[src/rtl/block_average_audio_compressor_assert.svh]
// Assertion macros for the block-average audio compressor.
// Used by the top level only; no other dependencies.
`ifndef BLOCK_AVERAGE_AUDIO_COMPRESSOR_ASSERT_SVH
`define BLOCK_AVERAGE_AUDIO_COMPRESSOR_ASSERT_SVH
// Same-cycle implication.
`define BAC_ASSERT_SAME(label, clk, rst, ante, cons, msg) \
   label: assert property (@(posedge clk) disable iff (rst) (ante) |-> (cons)) \
      else $error(msg);
// Next-cycle implication.
`define BAC_ASSERT_NEXT(label, clk, rst, ante, cons, msg) \
   label: assert property (@(posedge clk) disable iff (rst) (ante) |=> (cons)) \
      else $error(msg);
`endif

[src/rtl/bac_pkg.sv]
// Shared types and constants for the block-average audio compressor.
// Used by the controller, the datapath and the top level; no dependencies.
`timescale 1ns / 1ps
`default_nettype none
package bac_pkg;

   localparam int WINDOW_LOG2 = 8;
   localparam int SAMPLE_W    = 16;
   localparam int MAG_W       = 16;
   localparam int SUM_W       = MAG_W + WINDOW_LOG2;
   localparam int MEAN_W      = 16;
   localparam int LEVEL_W     = 15;
   localparam int GAIN_W      = 17;
   localparam int MIX_W       = 9;
   localparam int CSR_IDX_W   = 3;
   localparam int CSR_DATA_W  = 17;
   localparam int DIV_STEPS   = GAIN_W;
   localparam int DIV_CNT_W   = $clog2(DIV_STEPS);

   localparam logic [GAIN_W-1:0]    UNITY_GAIN   = 17'd65536;
   localparam logic [LEVEL_W-1:0]   LOW_RESET    = 15'd0;
   localparam logic [LEVEL_W-1:0]   HIGH_RESET   = 15'd16536;
   localparam logic [MIX_W-1:0]     FADE_RESET   = 9'd1;
   localparam logic [MIX_W-1:0]     WET_RESET    = 9'd0;
   localparam logic [MIX_W-1:0]     MIX_FULL     = 9'd256;
   localparam logic [DIV_CNT_W-1:0] DIV_LAST     = DIV_CNT_W'(DIV_STEPS - 1);
   localparam logic signed [17:0]   SAMPLE_MAX   = 18'sd32767;
   localparam logic signed [17:0]   SAMPLE_MIN   = -18'sd32768;

   typedef enum logic [CSR_IDX_W-1:0] {
      CSR_LOW_LEVEL   = 3'd0,
      CSR_HIGH_LEVEL  = 3'd1,
      CSR_GAIN_AT_MAX = 3'd2,
      CSR_FADE_STEP   = 3'd3,
      CSR_WET_MIX     = 3'd4
   } csr_index_type;

   typedef struct packed {
      logic capture;
      logic accum;
      logic div_prep;
      logic div_load;
      logic div_step;
      logic div_store;
      logic fade;
      logic scale;
      logic sat;
      logic mix;
      logic load_out;
   } cmd_type;

   typedef struct packed {
      logic need_div;
   } status_type;

endpackage
`default_nettype wire

[src/rtl/block_average_audio_compressor.sv]
// Block-average audio compressor: one signed 16-bit sample in, one out.
// Each sample passes the controller's sequence of steps through the accumulator,
// gain fade, gain multiply, saturation and wet/dry multiply before the next sample
// can be accepted; the final step waits until the output register is free. The
// sample that closes a 256-sample window with a mean between the two levels
// also passes the divider, which produces one quotient bit per cycle.
// A finished sample waits in the output register while the next one is taken.
// Depends on bac_pkg, bac_ctrl, bac_dp and the assertion macro header.
`timescale 1ns / 1ps
`default_nettype none
`include "block_average_audio_compressor_assert.svh"
module block_average_audio_compressor
   import bac_pkg::*;
(
   input  wire logic                        clock,
   input  wire logic                        reset,
   input  wire logic                        req_valid,
   output logic                             req_stall,
   input  wire logic signed [SAMPLE_W-1:0]  req_sample_in,
   output logic                             rsp_valid,
   input  wire logic                        rsp_stall,
   output logic signed [SAMPLE_W-1:0]       rsp_sample_out,
   input  wire logic                        csr_valid,
   output logic                             csr_ready,
   input  wire logic [CSR_IDX_W-1:0]        csr_index,
   input  wire logic [CSR_DATA_W-1:0]       csr_wdata
);

   cmd_type                     cmd;
   status_type                  status;
   logic signed [SAMPLE_W-1:0]  result;
   logic                        out_free;
   logic                        rsp_valid_ff;
   logic signed [SAMPLE_W-1:0]  rsp_data_ff;

   assign csr_ready = 1'b1;
   assign out_free  = !rsp_valid_ff || !rsp_stall;

   bac_ctrl u_ctrl (
      .clock     (clock),
      .reset     (reset),
      .req_valid (req_valid),
      .status    (status),
      .out_free  (out_free),
      .req_stall (req_stall),
      .cmd       (cmd)
   );

   bac_dp u_dp (
      .clock     (clock),
      .reset     (reset),
      .cmd       (cmd),
      .sample_in (req_sample_in),
      .csr_we    (csr_valid && csr_ready),
      .csr_index (csr_index),
      .csr_wdata (csr_wdata),
      .status    (status),
      .result    (result)
   );

   always_ff @(posedge clock) begin
      if (reset) begin
         rsp_valid_ff <= 1'b0;
      end else if (cmd.load_out) begin
         rsp_valid_ff <= 1'b1;
      end else if (!rsp_stall) begin
         rsp_valid_ff <= 1'b0;
      end
   end

   always_ff @(posedge clock) begin
      if (cmd.load_out) begin
         rsp_data_ff <= result;
      end
   end

   assign rsp_valid      = rsp_valid_ff;
   assign rsp_sample_out = rsp_data_ff;

   `BAC_ASSERT_NEXT(a_accept_busy, clock, reset, req_valid && !req_stall, req_stall, "accepted transaction did not make the block busy")
   `BAC_ASSERT_SAME(a_load_free, clock, reset, cmd.load_out, !rsp_valid || !rsp_stall, "output register overwritten while stalled")
   `BAC_ASSERT_NEXT(a_load_shown, clock, reset, cmd.load_out, rsp_valid, "loaded result not presented")

endmodule
`default_nettype wire

[src/rtl/bac_ctrl.sv]
// Sequencing controller for the block-average audio compressor.
// Depends on bac_pkg for the command and status types.
`timescale 1ns / 1ps
`default_nettype none
module bac_ctrl
   import bac_pkg::*;
(
   input  wire logic       clock,
   input  wire logic       reset,
   input  wire logic       req_valid,
   input  wire status_type status,
   input  wire logic       out_free,
   output logic            req_stall,
   output cmd_type         cmd
);

   typedef enum logic [3:0] {
      ST_IDLE,
      ST_ACCUM,
      ST_DIV_PREP,
      ST_DIV_LOAD,
      ST_DIV_RUN,
      ST_DIV_STORE,
      ST_FADE,
      ST_SCALE,
      ST_SAT,
      ST_MIX,
      ST_SUM
   } state_type;

   state_type             state_ff, state_in;
   logic [DIV_CNT_W-1:0]  cnt_ff, cnt_in;
   logic                  stall_ff, stall_in;

   always_comb begin
      state_in = state_ff;
      cnt_in   = cnt_ff;
      stall_in = stall_ff;
      case (state_ff)
         ST_IDLE: begin
            if (req_valid) begin
               state_in = ST_ACCUM;
               stall_in = 1'b1;
            end
         end
         ST_ACCUM: begin
            state_in = status.need_div ? ST_DIV_PREP : ST_FADE;
         end
         ST_DIV_PREP: state_in = ST_DIV_LOAD;
         ST_DIV_LOAD: begin
            state_in = ST_DIV_RUN;
            cnt_in   = '0;
         end
         ST_DIV_RUN: begin
            if (cnt_ff == DIV_LAST) begin
               state_in = ST_DIV_STORE;
            end else begin
               cnt_in = cnt_ff + 1'b1;
            end
         end
         ST_DIV_STORE: state_in = ST_FADE;
         ST_FADE:      state_in = ST_SCALE;
         ST_SCALE:     state_in = ST_SAT;
         ST_SAT:       state_in = ST_MIX;
         ST_MIX:       state_in = ST_SUM;
         ST_SUM: begin
            if (out_free) begin
               state_in = ST_IDLE;
               stall_in = 1'b0;
            end
         end
         default: begin
            state_in = ST_IDLE;
            stall_in = 1'b0;
         end
      endcase
   end

   always_ff @(posedge clock) begin
      if (reset) begin
         state_ff <= ST_IDLE;
         cnt_ff   <= '0;
         stall_ff <= 1'b0;
      end else begin
         state_ff <= state_in;
         cnt_ff   <= cnt_in;
         stall_ff <= stall_in;
      end
   end

   assign req_stall = stall_ff;

   always_comb begin
      cmd           = '0;
      cmd.capture   = (state_ff == ST_IDLE) && req_valid;
      cmd.accum     = (state_ff == ST_ACCUM);
      cmd.div_prep  = (state_ff == ST_DIV_PREP);
      cmd.div_load  = (state_ff == ST_DIV_LOAD);
      cmd.div_step  = (state_ff == ST_DIV_RUN);
      cmd.div_store = (state_ff == ST_DIV_STORE);
      cmd.fade      = (state_ff == ST_FADE);
      cmd.scale     = (state_ff == ST_SCALE);
      cmd.sat       = (state_ff == ST_SAT);
      cmd.mix       = (state_ff == ST_MIX);
      cmd.load_out  = (state_ff == ST_SUM) && out_free;
   end

endmodule
`default_nettype wire

[src/rtl/bac_dp.sv]
// Datapath of the block-average audio compressor: configuration registers,
// window accumulator, target divider, gain fade, scaling and wet/dry mix.
// Depends on bac_pkg for types and constants.
`timescale 1ns / 1ps
`default_nettype none
module bac_dp
   import bac_pkg::*;
(
   input  wire logic                         clock,
   input  wire logic                         reset,
   input  wire cmd_type                      cmd,
   input  wire logic signed [SAMPLE_W-1:0]   sample_in,
   input  wire logic                         csr_we,
   input  wire logic [CSR_IDX_W-1:0]         csr_index,
   input  wire logic [CSR_DATA_W-1:0]        csr_wdata,
   output status_type                        status,
   output logic signed [SAMPLE_W-1:0]        result
);

   logic [LEVEL_W-1:0]          low_ff, high_ff;
   logic [GAIN_W-1:0]           gam_ff;
   logic [MIX_W-1:0]            fade_ff, wet_ff;

   logic signed [SAMPLE_W-1:0]  samp_ff;
   logic [SUM_W-1:0]            sum_ff;
   logic [WINDOW_LOG2-1:0]      count_ff;
   logic [GAIN_W-1:0]           cur_ff, tgt_ff;
   logic [MEAN_W-1:0]           mean_ff;
   logic [LEVEL_W-1:0]          span_ff, rest_ff;
   logic [31:0]                 part_ff;
   logic [LEVEL_W-1:0]          rem_ff;
   logic [GAIN_W-1:0]           quo_ff;
   logic signed [33:0]          prod_ff;
   logic signed [SAMPLE_W-1:0]  scaled_ff;
   logic signed [25:0]          dry_ff, wet_prod_ff;

   logic [MAG_W-1:0]            mag;
   logic [SUM_W-1:0]            sum_next;
   logic [MEAN_W-1:0]           mean;
   logic                        win_end, below_low, at_high;
   logic [LEVEL_W-1:0]          pos;
   logic [32:0]                 num;
   logic [LEVEL_W:0]            div_part;
   logic                        div_ge;
   logic [GAIN_W:0]             gain_up;
   logic [GAIN_W-1:0]           gain_diff, gain_next;
   logic signed [33:0]          prod_adj;
   logic signed [17:0]          quot;
   logic signed [SAMPLE_W-1:0]  sat_val;
   logic [MIX_W-1:0]            wet_eff, dry_eff;
   logic signed [26:0]          mix_sum, mix_adj;

   always_ff @(posedge clock) begin
      if (reset) begin
         low_ff  <= LOW_RESET;
         high_ff <= HIGH_RESET;
         gam_ff  <= UNITY_GAIN;
         fade_ff <= FADE_RESET;
         wet_ff  <= WET_RESET;
      end else if (csr_we) begin
         case (csr_index)
            CSR_LOW_LEVEL:   low_ff  <= csr_wdata[LEVEL_W-1:0];
            CSR_HIGH_LEVEL:  high_ff <= csr_wdata[LEVEL_W-1:0];
            CSR_GAIN_AT_MAX: gam_ff  <= csr_wdata[GAIN_W-1:0];
            CSR_FADE_STEP:   fade_ff <= csr_wdata[MIX_W-1:0];
            CSR_WET_MIX:     wet_ff  <= csr_wdata[MIX_W-1:0];
            default: ;
         endcase
      end
   end

   always_comb begin
      mag       = samp_ff[SAMPLE_W-1] ? MAG_W'(-samp_ff) : MAG_W'(samp_ff);
      sum_next  = sum_ff + SUM_W'(mag);
      mean      = sum_next[SUM_W-1:WINDOW_LOG2];
      win_end   = (count_ff == '1);
      below_low = (mean < MEAN_W'(low_ff));
      at_high   = (mean >= MEAN_W'(high_ff));
      status.need_div = win_end && !below_low && !at_high;

      pos = mean_ff[LEVEL_W-1:0] - low_ff;
      num = 33'({rest_ff, 16'd0}) + 33'(part_ff);

      div_part = {rem_ff, quo_ff[GAIN_W-1]};
      div_ge   = (div_part >= (LEVEL_W+1)'(span_ff));

      gain_up   = (GAIN_W+1)'(cur_ff) + (GAIN_W+1)'(fade_ff);
      gain_diff = cur_ff - tgt_ff;
      gain_next = cur_ff;
      if (cur_ff < tgt_ff) begin
         gain_next = (gain_up > (GAIN_W+1)'(tgt_ff)) ? tgt_ff : gain_up[GAIN_W-1:0];
      end else if (cur_ff > tgt_ff) begin
         gain_next = (gain_diff <= GAIN_W'(fade_ff)) ? tgt_ff :
                     cur_ff - GAIN_W'(fade_ff);
      end

      prod_adj = prod_ff + (prod_ff[33] ? 34'sd65535 : 34'sd0);
      quot     = prod_adj[33:16];
      if (quot > SAMPLE_MAX) begin
         sat_val = SAMPLE_W'(SAMPLE_MAX);
      end else if (quot < SAMPLE_MIN) begin
         sat_val = SAMPLE_W'(SAMPLE_MIN);
      end else begin
         sat_val = quot[SAMPLE_W-1:0];
      end

      wet_eff = (wet_ff > MIX_FULL) ? MIX_FULL : wet_ff;
      dry_eff = MIX_FULL - wet_eff;

      mix_sum = 27'(dry_ff) + 27'(wet_prod_ff);
      mix_adj = mix_sum + (mix_sum[26] ? 27'sd255 : 27'sd0);
      result  = mix_adj[23:8];
   end

   always_ff @(posedge clock) begin
      if (reset) begin
         sum_ff   <= '0;
         count_ff <= '0;
         cur_ff   <= UNITY_GAIN;
         tgt_ff   <= UNITY_GAIN;
      end else begin
         if (cmd.accum) begin
            if (win_end) begin
               sum_ff   <= '0;
               count_ff <= '0;
               if (below_low) begin
                  tgt_ff <= UNITY_GAIN;
               end else if (at_high) begin
                  tgt_ff <= gam_ff;
               end
            end else begin
               sum_ff   <= sum_next;
               count_ff <= count_ff + 1'b1;
            end
         end
         if (cmd.div_store) begin
            tgt_ff <= quo_ff;
         end
         if (cmd.fade) begin
            cur_ff <= gain_next;
         end
      end
   end

   always_ff @(posedge clock) begin
      if (cmd.capture) begin
         samp_ff <= sample_in;
      end
      if (cmd.accum) begin
         mean_ff <= mean;
      end
      if (cmd.div_prep) begin
         span_ff <= high_ff - low_ff;
         rest_ff <= (high_ff - low_ff) - pos;
         part_ff <= 32'(gam_ff) * 32'(pos);
      end
      if (cmd.div_load) begin
         rem_ff <= num[31:17];
         quo_ff <= num[16:0];
      end
      if (cmd.div_step) begin
         rem_ff <= div_ge ? LEVEL_W'(div_part - (LEVEL_W+1)'(span_ff)) :
                   div_part[LEVEL_W-1:0];
         quo_ff <= {quo_ff[GAIN_W-2:0], div_ge};
      end
      if (cmd.scale) begin
         prod_ff <= 34'(samp_ff) * 34'($signed({1'b0, cur_ff}));
      end
      if (cmd.sat) begin
         scaled_ff <= sat_val;
      end
      if (cmd.mix) begin
         dry_ff      <= 26'(samp_ff) * 26'($signed({1'b0, dry_eff}));
         wet_prod_ff <= 26'(scaled_ff) * 26'($signed({1'b0, wet_eff}));
      end
   end

endmodule
`default_nettype wire

[config.mk]
export PLATFORM = sky130hd
export DESIGN_NAME = block_average_audio_compressor
export DESIGN_NICKNAME = d
export VERILOG_FILES = /design/src/rtl/bac_pkg.sv /design/src/rtl/block_average_audio_compressor.sv /design/src/rtl/bac_ctrl.sv /design/src/rtl/bac_dp.sv
export VERILOG_INCLUDE_DIRS = /design/src /design/src/rtl
export SDC_FILE = /design/constraint.sdc
export NUM_CORES = 2
export LEC_CHECK = 0
export BUFFER_PORTS_ARGS = -buffer_cell sky130_fd_sc_hd__buf_4
export CORE_UTILIZATION = 41
export DETAILED_ROUTE_END_ITERATION = 6
export HOLD_SLACK_MARGIN = 0.12
export PLACE_DENSITY = 0.62
export SYNTH_ARGS = -nofsm -noshare
export SYNTH_HDL_FRONTEND = slang
export SYNTH_HIERARCHICAL = 1
export SYNTH_SLANG_ARGS = --single-unit
[constraint.sdc]
create_clock -name clock -period 25.6 [get_ports clock]
set_clock_uncertainty 0.15 [all_clocks]
set_input_delay 5.12 -clock clock [delete_from_list [all_inputs] [get_ports clock]]
set_output_delay 5.12 -clock clock [all_outputs]
set_load 0.005 [all_outputs]
-- After elaboration in Yosys (flattened, before gate mapping)
Cells that the tools add are included.
- multiply operators: 4
- muxes and demuxes: 33
- shift operators: 0
- equality and inequality tests: 21
- $lt $le $gt $ge: 10
- divide/modulo/power cells: 0
- bitwise gates (word level): 1
- $add $sub $neg: 16
- reduce and logical (&&, ||, !) cells: 27
- operator list (cell ; number):
    17-bit 2-to-1 mux ; 11
    15-bit subtractor ; 4
    16-bit by 10-bit multiplier with 26-bit output ; 2
    16-bit 2-to-1 mux ; 3
    15-bit 2-to-1 mux ; 3
    4-bit case mux with 11 select lines ; 1
    34-bit adder ; 1
    16-bit by 18-bit multiplier with 34-bit output ; 1
    31-bit by 32-bit adder with 32-bit output ; 1
    16-bit by 15-bit >= comparator with 1-bit output ; 2
    17-bit by 15-bit multiplier with 32-bit output ; 1
    26-bit by 26-bit adder with 27-bit output ; 1
    24-bit by 16-bit adder with 24-bit output ; 1
    24-bit adder ; 1
    24-bit 2-to-1 mux ; 1
    17-bit by 9-bit adder with 18-bit output ; 1
    18-bit by 16-bit > comparator with 1-bit output, second input constant ; 1
    18-bit by 17-bit > comparator with 1-bit output ; 1
    18-bit by 16-bit < comparator with 1-bit output, second input constant ; 1
    17-bit > comparator ; 1
    17-bit by 9-bit less-or-equal comparator with 1-bit output ; 1
    17-bit < comparator ; 1
    17-bit subtractor ; 1
    17-bit by 9-bit subtractor with 17-bit output ; 1
    36 further kinds ; 69
- bits in writable memories: 0
- bits in latches: 0
- memories kept: 0
- input port bits: 41
- ROM bits: 0
- flip-flop bits (word level): 385
- logic and storage cells: 137

-- Depth between registers and ports, before layout
- depth after elaboration: 9
- mapped depth: 35

-- Cells and area by module
Netlist, hierarchy kept.
- modules (own cells, without submodules) (module ; cells an instance ; instances ; seq. area each (sq um) ; area each (sq um)):
    bac_dp ; 5479 ; 1 ; 9439.1 ; 50230.7
    bac_ctrl ; 83 ; 1 ; 200.2 ; 624.3
    block_average_audio_compressor ; 22 ; 1 ; 500.5 ; 524.3

-- Worst setup path after synthesis
Ideal clock, no wire load.
- path kind: register to register
- start: reg u_dp.mean_ff[0]
- end: reg u_dp.part_ff[30] (data pin)
- path buffers: 1
- data arrival time: 7.823 ns
- clock period less this slack: 8.231 ns
- setup time: 0.258 ns
- path slack: 17.369 ns
- cell stages (with the launch flop): 32
- cells stage by stage: edfxtp_1 inv_1 ha_1 inv_1 fa_1 a21o_1 a21oi_1 o21ai_0 a211o_1 a31oi_1 xnor2_1 clkbuf_1 nand2_1 fa_1 fa_1 fa_1 inv_1 fa_1 fa_1 inv_1 fa_1 inv_1 ha_1 a21oi_1 o21ai_0 o311a_1 o31ai_1 a21oi_1 a2111o_1 a31o_2 a21oi_1 xnor2_1
- cells in the longest elaborated chain, start to end: 2
- RTL lines (element ; line ; text):
    start, declared ; bac_dp.sv:28 ; logic [MEAN_W-1:0] mean_ff;
    start signal, assigned ; bac_dp.sv:150 ; mean_ff <= mean;
    15-bit subtractor ; bac_dp.sv:81 ; pos = mean_ff[LEVEL_W-1:0] - low_ff;
    17-bit by 15-bit multiplier with 32-bit output ; bac_dp.sv:155 ; part_ff <= 32'(gam_ff) * 32'(pos);
    end signal, assigned ; bac_dp.sv:155 ;
    end, declared ; bac_dp.sv:30 ; logic [31:0] part_ff;
No other way between the ends.
A chain may end at the register's enable or synchronous reset.

-- Worst setup path in the final report
- start: reg u_dp.low_ff[1]
- end: reg u_dp.part_ff[30] (data pin)
- cells in the longest elaborated chain, start to end: 2
- RTL lines (element ; line ; text):
    start, declared ; bac_dp.sv:20 ; logic [LEVEL_W-1:0] low_ff, high_ff;
    start signal, assigned ; bac_dp.sv:62 ; CSR_LOW_LEVEL: low_ff <= csr_wdata[LEVEL_W-1:0];
    15-bit subtractor ; bac_dp.sv:81 ;
    17-bit by 15-bit multiplier with 32-bit output ; bac_dp.sv:155 ;
No other way between the ends.

==> results.tsv <==
stage	metric	value	unit
outcome	status	finished with violations	
outcome	failing checks	design-rule violations	
synth	syn avg cell area	9.20	um^2
die	DIE AREA	0.127	mm^2
clocking	setup bufs post-CTS	0	
global_route	vias in the first global route	39000	
sta	FMAX	112	MHz
final_layout	Layout area overhead	7.49	%
sta	post-route setup TNS	0	ns
power	PwrDens	61.3	mW/mm^2
synth	yosys warns	6	
synth	Primary FF master, synth	edfxtp_1	
final_layout	most common cell after layout, fill and taps aside	inv_1	
detailed_routing	ANT nets after route	0	
sta	Tmin final	8.95	ns
detailed_routing	met3 wire length	9000	um
synth	Yosys cell types	110	
clocking	CTS max path bufs	3	
detailed_routing	initial DRC count	2659	
power	leakage dissipation	25.6	nW
clocking	cts hold-fix bufs	0	
final_layout	commonest cells after routing, fill and taps aside	inv_1, nand2_1, fa_1, ha_1, and2_1	
synth	Post-Syn Area	0.0514	mm^2
detailed_routing	WL met1	63300	um
sta	Slew Viols, Final	0	
critical_path	max incr delay on CP	0.50	ns
clocking	Worst-path clk slew	0.06	ns
detailed_routing	DR DRC count	2	
die	die height	356	um
clocking	cts bufs inserted	47	
final_layout	final-stage net count	6820	
die	I/O pins	60	
global_route	initial antenna violation count	8	
die	Placeable Area	0.124	mm^2
sta	Slew @ Worst Pin	1.18	ns
final_layout	layout cells sized above 1	5.43	%
critical_path	slowest CP cell	fa_1	
global_route	gr usage total	21.5	%
synth	sequential area share after synthesis	19.7	%
sta	Slew HR	21.2	%
synth	Yosys reg bits	385	
critical_path	R2R depth	32	
worst_hold_path	worst hold path type	reg2reg	
clocking	root buf cell	clkbuf_16	
detailed_routing	Routed WL	134000	um
synth	Post-Syn Instances	5584	
die	Starting Density	41.4	%
die	Cell Rows	129	
critical_path	Worst EP required	25.83	ns
worst_hold_path	hold depth	2	
placement	placed inst area	0.0537	mm^2
detailed_routing	Met2 Wirelength	58300	um
final_layout	Finished Cell Area	0.0552	mm^2
placement	PortBufs	58	
clocking	CTS Sinks	385	
power	maximum VDD drop	51.9	uV
critical_path	Crit path arrival time	9.18	ns
global_route	grt ovf	0	
sta	final setup fails	0	
critical_path	CP Class	reg2reg	
sta	RSZ-0062 raised after global routing	no	
die	Die X	356	um
sta	Tcrit/Tclk final	35.0	%
clocking	Resized cells post-CTS	0	
clocking	H-tree levels	2	
clocking	TritonCTS clock tree	yes	
synth	Mapped Nets	6845	
critical_path	Most common cell on crit path	inv_1	
critical_path	CP endpoint kind	flop	
critical_path	Worst setup SP type	flop	
detailed_routing	average routed wire per standard cell	18.5	um
synth	number of synthesized flops with an enable pin	243	
synth	ys async rst share	0	%
global_route	first-pass GRT wire length	215000	um
global_route	pin count of the biggest net entering global routing	63	
placement	RD Place Congestion	0.907	
placement	DP HPWL	104000	um
clocking	Clk Latency, worst-skew pair	0.64	ns
sta	final hold vios	0	
critical_path	Worst Path Max Fanout	17	
flow_run	Max-Cap Viols	0	
detailed_routing	DR vias	38400	
detailed_routing	drt via density	5.31	
detailed_routing	Max Used Layer	met4	
detailed_routing	drt pass-1 iters	7	
[path summary, 6_finish.rpt]
check / start / endpoint / slack (ns)
hold / removal: u_dp/wet_ff[1]$_SDFFE_PP0P_ / u_dp/wet_ff[1]$_SDFFE_PP0P_ / 0.30
setup reg to reg: u_dp/low_ff[1]$_SDFFE_PP0P_ / u_dp/part_ff[30]$_DFFE_PP_ / 16.65
setup / recovery: u_dp/low_ff[1]$_SDFFE_PP0P_ / u_dp/part_ff[30]$_DFFE_PP_ / 16.65
hold reg to reg: u_dp/wet_ff[1]$_SDFFE_PP0P_ / u_dp/wet_ff[1]$_SDFFE_PP0P_ / 0.30
[worst max-delay path, delay by kind of cell (launching register included)]
family | cells | cell delay, ns
adders and majority gates | 8 | 3.11
and+or+nand+nor | 3 | 0.94
DFF | 1 | 0.33
muxes | 1 | 0.22
xor gates and xnor gates | 1 | 0.07
AOI/OAI and AO/OA | 14 | 3.54
buffers and inverters | 5 | 0.32
[power breakdown]
group          internal, mW  switching [mW]  total [mW]
Clock                 0.384           0.293       0.677
Combinational         0.744            1.18        1.92
Sequential            0.761          0.0275       0.789
Total                  1.89            1.50        3.39
[area by class of cell]
cell class                      count  area (um^2)
Fill cell                       12000        68700
Multi-Input combinational cell   4078        37000
Sequential cell                   385        10100
Inverter                          911         3420
Tap cell                         1637         2050
Clock buffer                       62         1260
Timing Repair Buffer              136         1020
Clock inverter                     26          283
Antenna cell                        4         10.0
[stage by stage]
step | setup WS, ns | instances | total power, mW | hold slack, ns | util, %
after floorplan | 17.37 | 5584 | 2.17 | 0.282 | -
after global placement | 16.87 | 7147 | 2.66 | 0.293 | 43.3
after detailed placement | 16.71 | 7147 | 2.69 | 0.295 | 43.3
after CTS | 16.71 | 7235 | 3.38 | 0.304 | 44.5
after global routing | 16.13 | 7235 | 3.65 | 0.325 | 44.5
final | 16.65 | 7239 | 3.39 | 0.303 | 44.6
[state kept, by name (all words and copies together), names as in the netlist, 16 cells and up]
| signal | flops |
|---|---|
| u_dp/sum_ff | 24 |
| u_dp/cur_ff | 17 |
| u_dp/scaled_ff | 16 |
| rsp_sample_out | 16 |
| u_dp/gam_ff | 17 |
| u_dp/part_ff | 32 |
| u_dp/wet_prod_ff | 26 |
| u_dp/dry_ff | 26 |
| u_dp/quo_ff | 17 |
| u_dp/prod_ff | 34 |
| u_dp/tgt_ff | 17 |
| u_dp/samp_ff | 16 |
[per-layer routing]
layer | track usage (%) | vias to the layer above
met3 | 2.76 | 166
met4 | 5.36 | 0
met1 | 31.6 | 19000
met5 | 0 | -
met2 | 33.3 | 1157
li1 | - | 18100
[cells by family after synthesis]
| kind of cell | after synthesis | synth area share, % |
|---|---|---|
| AND/OR/NAND/NOR | 1716 | 16.4 |
| adder cells (fa/ha/maj) | 1220 | 39.3 |
| buffers and inverters | 1121 | 8.30 |
| AO/OA/AOI/OAI | 816 | 10.6 |
| flip-flops | 385 | 19.7 |
| XOR/XNOR | 286 | 4.88 |
| multiplexers | 39 | 0.808 |
| other | 1 | 0.00730 |
[synthesized netlist by cell type, drive strengths merged (87+ instances only)]
master	n	area share, %
inv	910	6.6
nand2	681	5.0
fa	655	26
ha	565	14
and2	367	4.5
a21oi	267	2.6
edfxtp	243	14
nor2	234	1.7
xnor2	199	3.4
clkbuf	174	1.3
dfxtp	142	5.5
o21ai	136	1.3
xor2	87	1.5
Power figures use the tool's default switching activity.
